[src/rucv_pkg.sv]
// Package for the rectangle union cover test: payload types, codes, clip function.
// No dependencies.
package rucv_pkg;

   localparam int unsigned DEF_MAX_RECTS = 32;

   typedef enum logic [1:0] {
      CMD_CLEAR  = 2'd0,
      CMD_APPEND = 2'd1,
      CMD_QUERY  = 2'd2
   } cmd_type;

   typedef enum logic [2:0] {
      ST_IDLE,
      ST_LOAD,
      ST_SCAN,
      ST_DRAIN,
      ST_DONE
   } state_type;

   typedef struct packed {
      cmd_type            command;
      logic signed [15:0] pos_x;
      logic signed [15:0] pos_y;
      logic signed [15:0] size_w;
      logic signed [15:0] size_h;
   } req_type;

   typedef struct packed {
      logic covered;
      logic overflowed;
   } rsp_type;

   // Table entry, x in the low bits
   typedef struct packed {
      logic signed [15:0] h;
      logic signed [15:0] w;
      logic signed [15:0] y;
      logic signed [15:0] x;
   } box_type;

   // Entry clipped to the query, half-open [x0,x1) x [y0,y1)
   typedef struct packed {
      logic               valid;
      logic signed [16:0] x0;
      logic signed [16:0] y0;
      logic signed [16:0] x1;
      logic signed [16:0] y1;
   } clip_type;

   // Test point travelling down the cell row
   typedef struct packed {
      logic               valid;
      logic               hit;
      logic signed [16:0] x;
      logic signed [16:0] y;
   } point_type;

   function automatic clip_type clip_box(box_type q, box_type e);
      logic signed [16:0] qx, qy, qr, qb, ex, ey, er, eb;
      clip_type c;
      qx = 17'(q.x);
      qy = 17'(q.y);
      ex = 17'(e.x);
      ey = 17'(e.y);
      qr = qx + 17'(q.w);
      qb = qy + 17'(q.h);
      er = ex + 17'(e.w);
      eb = ey + 17'(e.h);
      c.x0 = (qx > ex) ? qx : ex;
      c.y0 = (qy > ey) ? qy : ey;
      c.x1 = (qr < er) ? qr : er;
      c.y1 = (qb < eb) ? qb : eb;
      c.valid = (c.x1 > c.x0) && (c.y1 > c.y0);
      return c;
   endfunction

endpackage

[src/rucv_cell.sv]
// One cell of the row: holds one clip, tests each passing point against it.
// Depends on rucv_pkg.
module rucv_cell import rucv_pkg::*; (
   input  logic      clock,
   input  logic      reset,
   input  logic      shift_en,
   input  clip_type  clip_in,
   output clip_type  clip_out,
   input  point_type pt_in,
   output point_type pt_out
);

   clip_type  clip_ff;
   point_type pt_ff, pt_in_next;
   logic      hit_here;

   // point inside own clip
   always_comb begin
      hit_here = clip_ff.valid &&
                 (pt_in.x >= clip_ff.x0) && (pt_in.x < clip_ff.x1) &&
                 (pt_in.y >= clip_ff.y0) && (pt_in.y < clip_ff.y1);
      pt_in_next     = pt_in;
      pt_in_next.hit = pt_in.hit | hit_here;
   end

   // clip shifts during load, point moves on every cycle
   always_ff @(posedge clock) begin
      if (reset) begin
         clip_ff.valid <= 1'b0;
         pt_ff.valid   <= 1'b0;
      end else begin
         if (shift_en) begin
            clip_ff <= clip_in;
         end
         pt_ff <= pt_in_next;
      end
   end

   assign clip_out = clip_ff;
   assign pt_out   = pt_ff;

endmodule

[config.mk]
export PLATFORM = sky130hd
export DESIGN_NAME = rucv_cell
export DESIGN_NICKNAME = d
export VERILOG_FILES = /design/src/rucv_pkg.sv /design/src/rucv_cell.sv
export SDC_FILE = /design/constraint.sdc
export NUM_CORES = 1
export LEC_CHECK = 0
export ABC_AREA = 1
export BUFFER_PORTS_ARGS = -buffer_cell sky130_fd_sc_hd__buf_2
export CORE_ASPECT_RATIO = 1.1
export CORE_MARGIN = 1
export CORE_UTILIZATION = 49
export CTS_BUF_LIST = sky130_fd_sc_hd__clkbuf_4 sky130_fd_sc_hd__clkbuf_8
export CTS_CLUSTER_DIAMETER = 40
export DETAILED_ROUTE_END_ITERATION = 16
export PLACE_DENSITY_LB_ADDON = 0.2
export SYNTH_ARGS = -nofsm -noshare
export SYNTH_HDL_FRONTEND = slang
export SYNTH_SLANG_ARGS = --single-unit
[constraint.sdc]
create_clock -name clock -period 4.9 [get_ports clock]
set_input_delay 0.735 -clock clock [delete_from_list [all_inputs] [get_ports clock]]
set_output_delay 0.735 -clock clock [all_outputs]
set_load 0.02 [all_outputs]
### Word-level counts from Yosys, hierarchy flattened

Cells that the tools add are included.

| word-level totals | value |
|---|---|
| flip-flop bits (word level) | 105 |
| input bits | 108 |
| output and inout port bits | 105 |
| logic and storage cells | 20 |

| cells by class | value |
|---|---|
| $lt $le $gt $ge | 4 |
| bitwise gates (word level) | 2 |
| reduce and logical (&&, ||, !) cells | 5 |

Operators with widths:

| kind | count |
|---|---|
| 17-bit greater-or-equal comparator | 2 |
| 17-bit less-than comparator | 2 |
| 1-bit logical AND | 4 |
| 2-bit AND reduction | 1 |
| 1-bit inverter | 1 |
| 1-bit OR | 1 |

### Depth between registers and ports, before layout

| logic depth | value |
|---|---|
| word-level depth | 6 |
| mapped depth | 15 |
| mapped depth without buffers | 15 |

### Least setup slack after synthesis

Ideal clock, no wire load.

| timing path | value |
|---|---|
| kind | input-to-reg |
| start | input shift_en |
| end | register clip_ff, in the netlist clip_out[0], enable pin |
| setup time | 496 ps |
| data arrival time | 3646 ps |
| data required time | 4404 ps |
| path slack | 758 ps |
| stages | 2 |
| cells stage by stage | inv_1 nor2_1 |

| between the ends | value |
|---|---|
| cells in the longest elaborated chain, start to end | 1 |

RTL lines:

| what | line | RTL |
|---|---|---|
| from (decl) | rucv_cell.sv:6 | `input logic shift_en,` |
| 2-bit AND reduction (no line) | n/a |  |
| to (signal assigned) | rucv_cell.sv:33 | `clip_ff <= clip_in;` |
| to (decl) | rucv_cell.sv:13 | `clip_type clip_ff;` |

No other way between the ends.
A chain may end at the register's enable or synchronous reset.

### Worst setup path in the final report

| timing path | value |
|---|---|
| start | input shift_en |
| end | register clip_ff, in the netlist clip_out[19], enable pin |

The elaborated chain is that of the path after synthesis.

==> metrics.md <==
| Metric | Value |
|---|---|
| Type of the most critical hold path | in -> reg |
| Cts bufs inserted | 9 |
| Sequential power share | 0.545 |
| Min cycle time layout | 2.15 ns |
| HPWL Detailed | approximately 8600 um |
| Synth cell types | 13 |
| DRT antenna net count | 0 |
| Status | finished clean |
| Diode count | 0 |
| CTS tree | built |
| Crit share post-route | 0.439 |
| Postcts setup bufs | 0 |
| DIE WIDTH | approximately 99 um |
| Port Buffers | 212 |
| Commonest non-fill, non-tap cell in the layout | buf_2 |
| Slew Limit Fails | 0 |
| Ys Warns | 0 |
| Post-synthesis register bit count | roughly 110 |
| Nets | ~860 |
| Sw Pwr | approximately 540 uW |
| Routability cong. | approximately 0.76 |
| Avg Inst Size Synth | 11.2 um2 |
| Initial core utilization | 0.512 |
| Max Cap Viol | 0 |
| Cell-internal power | approximately 1400 uW |
| Seq/Total Area, Yosys | 0.613 |
| Vias in the first global route | 3767 |
| Post-Route Skew | between 0.01 and 0.015 ns |
| Post_cts resized | 0 |
| Row count | 38 |
| Hold buffer count at cts | 0 |
| Via-per-instance ratio | between 4 and 5 |
| Tot Pwr | 1990 uW |
| Crit path required time | 4.93 ns |
| Die height | between 100 and 150 um |
| Maximum vdd drop | 147 uV |
| Relative slew slack | 0.375 |
| Startpoint Class | input port |
| Clk slew on worst S/H paths | 0.10 ns |
| Slowest CP cell | nor2_4 |
| CP peak stage delay | between 0.7 and 0.8 ns |
| GR Util All Layers | 0.203 |
| Area growth, synth to finish | 27.8% |
| Worst-margin pin slew | around 0.94 ns |
| Kind of critical path | in -> reg |
| Core area | ~10000 um2 |
| DRC | 0 |
| Max Root-Sink Buffers | 2 |
| Hold_sp | clip_in[62] |
| Vias | 3801 |
| Clock share of power | 0.268 |
| Initial DRC Count | 90 |
| Fmax | around 470 MHz |
| Setup violations, final | 0 |
| RR Startpoint | clip_out[59] |
| Comb power frac | 0.186 |
| Most frequent cells in the layout | buf_2 (212), nand2_1 (105), inv_1 (104), edfxtp_1 (103), ha_1 (66) |
| CTS Root Cell | clkbuf_8 |
| Antenna violations before repair | 0 |
| Fraction of layout cells with a size suffix above 1 | 0.338 |
| CP Cell Sequence | buf_2, inv_1, nor2_4, buf_4 |
| Num Clock Sinks | around 110 |
| Synth Cell Area | between 5000 and 6000 um2 |
| Wire length per cell | around 13 um |
| Largest net degree at the start of global routing | 37 |
| Leak | ~0.0034 uW |
| R2R depth | 13 |
| WL final | between 10000 and 15000 um |
| Die area | about 11000 um2 |
| I/O Pins | between 200 and 250 |
| R2R Path End | pt_out[34] |
| First-pass GRT wire length | approximately 16000 um |
| Critical Path Fanout Max | 36 |
| R2R Setup Slk | between 3 and 4 ns |
| Clk Latency, worst-skew pair | approximately 0.37 ns |
| Crit path capture type | register |
| RSZ-0062 raised after global routing | no |
| Synth Instances | 458 |
| Final Hold Fails | 0 |
| Grt ovf | 0 |
| Fill cells | a little over 800 |
| Pwr per Cell Area | 304 nW/um2 |
| CTS H-Tree Depth | 3 |
| 1st-pass router iterations | 6 |
| Switching share of power | 0.274 |
| Worst setup path end | clip_out[19] |
| Setup_tns | 0 ns |
| Crit path arrival time | between 2 and 2.5 ns |
| Mapped Nets | 632 |
| CP startpoint | shift_en |
routing by layer:
layer  GRT usage  vias up  routed length [um]
li1            -     1948                   -
met2       0.375      152                5510
met5           0        -                   0
met3      0.0513       22                 744
met4       0.108        0                 299
met1       0.212     1679                4170
power groups by stage:
stage / clock network (uW) / registers (uW) / logic, uW
final: 533 / 1080 / 370
after detailed placement: 0 / 1100 / 373
after floorplan: 0 / 1180 / 142
after CTS: 547 / 1080 / 376
after global routing: 572 / 1090 / 417
after global placement: 0 / 1100 / 364
cells by family (layout without fill, tap and decap cells):
kind of cell,after synthesis,in the layout,share of synthesized area
AOI/OAI and AO/OA,30,30,0.0313
DFF,105,105,0.613
adders and majority gates,66,66,0.162
and+or+nand+nor,152,152,0.117
buffers and inverters,105,334,0.0771
critical path: cells and delay by family:
| family | cells | cell delay [ns] |
|---|---|---|
| buffers and inverters | 3 | 0.70 |
| and+or+nand+nor | 1 | 0.72 |
cell usage after synthesis:
cell type | count | area share
nand2_1 | 105 | 0.077
ha_1 | 66 | 0.16
a21oi_1 | 21 | 0.021
edfxtp_1 | 103 | 0.61
o21ai_0 | 5 | 0.0049
dfxtp_1 | 2 | 0.0078
nor2_1 | 33 | 0.024
a21boi_0 | 1 | 0.0015
a21o_1 | 3 | 0.0044
inv_1 | 105 | 0.077
nand4_1 | 5 | 0.0061
nor2_2 | 1 | 0.0012
nand3_1 | 8 | 0.0078
layout make-up:
cell class / count / area (um2) / area share
clock inverter: 5 / 56.3 / 0.00862
inverter: 105 / 394 / 0.0604
tap: 120 / 150 / 0.0230
multi-input combinational: 248 / 1590 / 0.243
clock buffer: 11 / 139 / 0.0213
timing repair buffer: 213 / 1070 / 0.164
sequential: 105 / 3130 / 0.480
metrics by stage:
stage / instances / setup WS (ns) / cell area (um2) / hold slack (ns) / utilization
after floorplan: 458 / 0.758 / 5110 / 0.624 / -
after global placement: 791 / 2.37 / 6330 / 0.622 / 0.634
after detailed placement: 791 / 2.31 / 6330 / 0.621 / 0.634
after CTS: 807 / 2.73 / 6530 / 0.511 / 0.654
after global routing: 807 / 2.61 / 6530 / 0.512 / 0.654
final: 807 / 2.75 / 6530 / 0.527 / 0.654
sequential cells by signal (all words and copies together) (netlist names):
signal	flops
clip_out	69
pt_out	36
worst min-delay path by stage:
stage                              end  cells past startpoint
after floorplan           clip_out[68]                      2
after global placement    clip_out[68]                      2
after detailed placement  clip_out[68]                      2
after CTS                 clip_out[62]                      1
after global routing      clip_out[62]                      1
final                     clip_out[62]                      1
(Power assumes the default switching activity.)
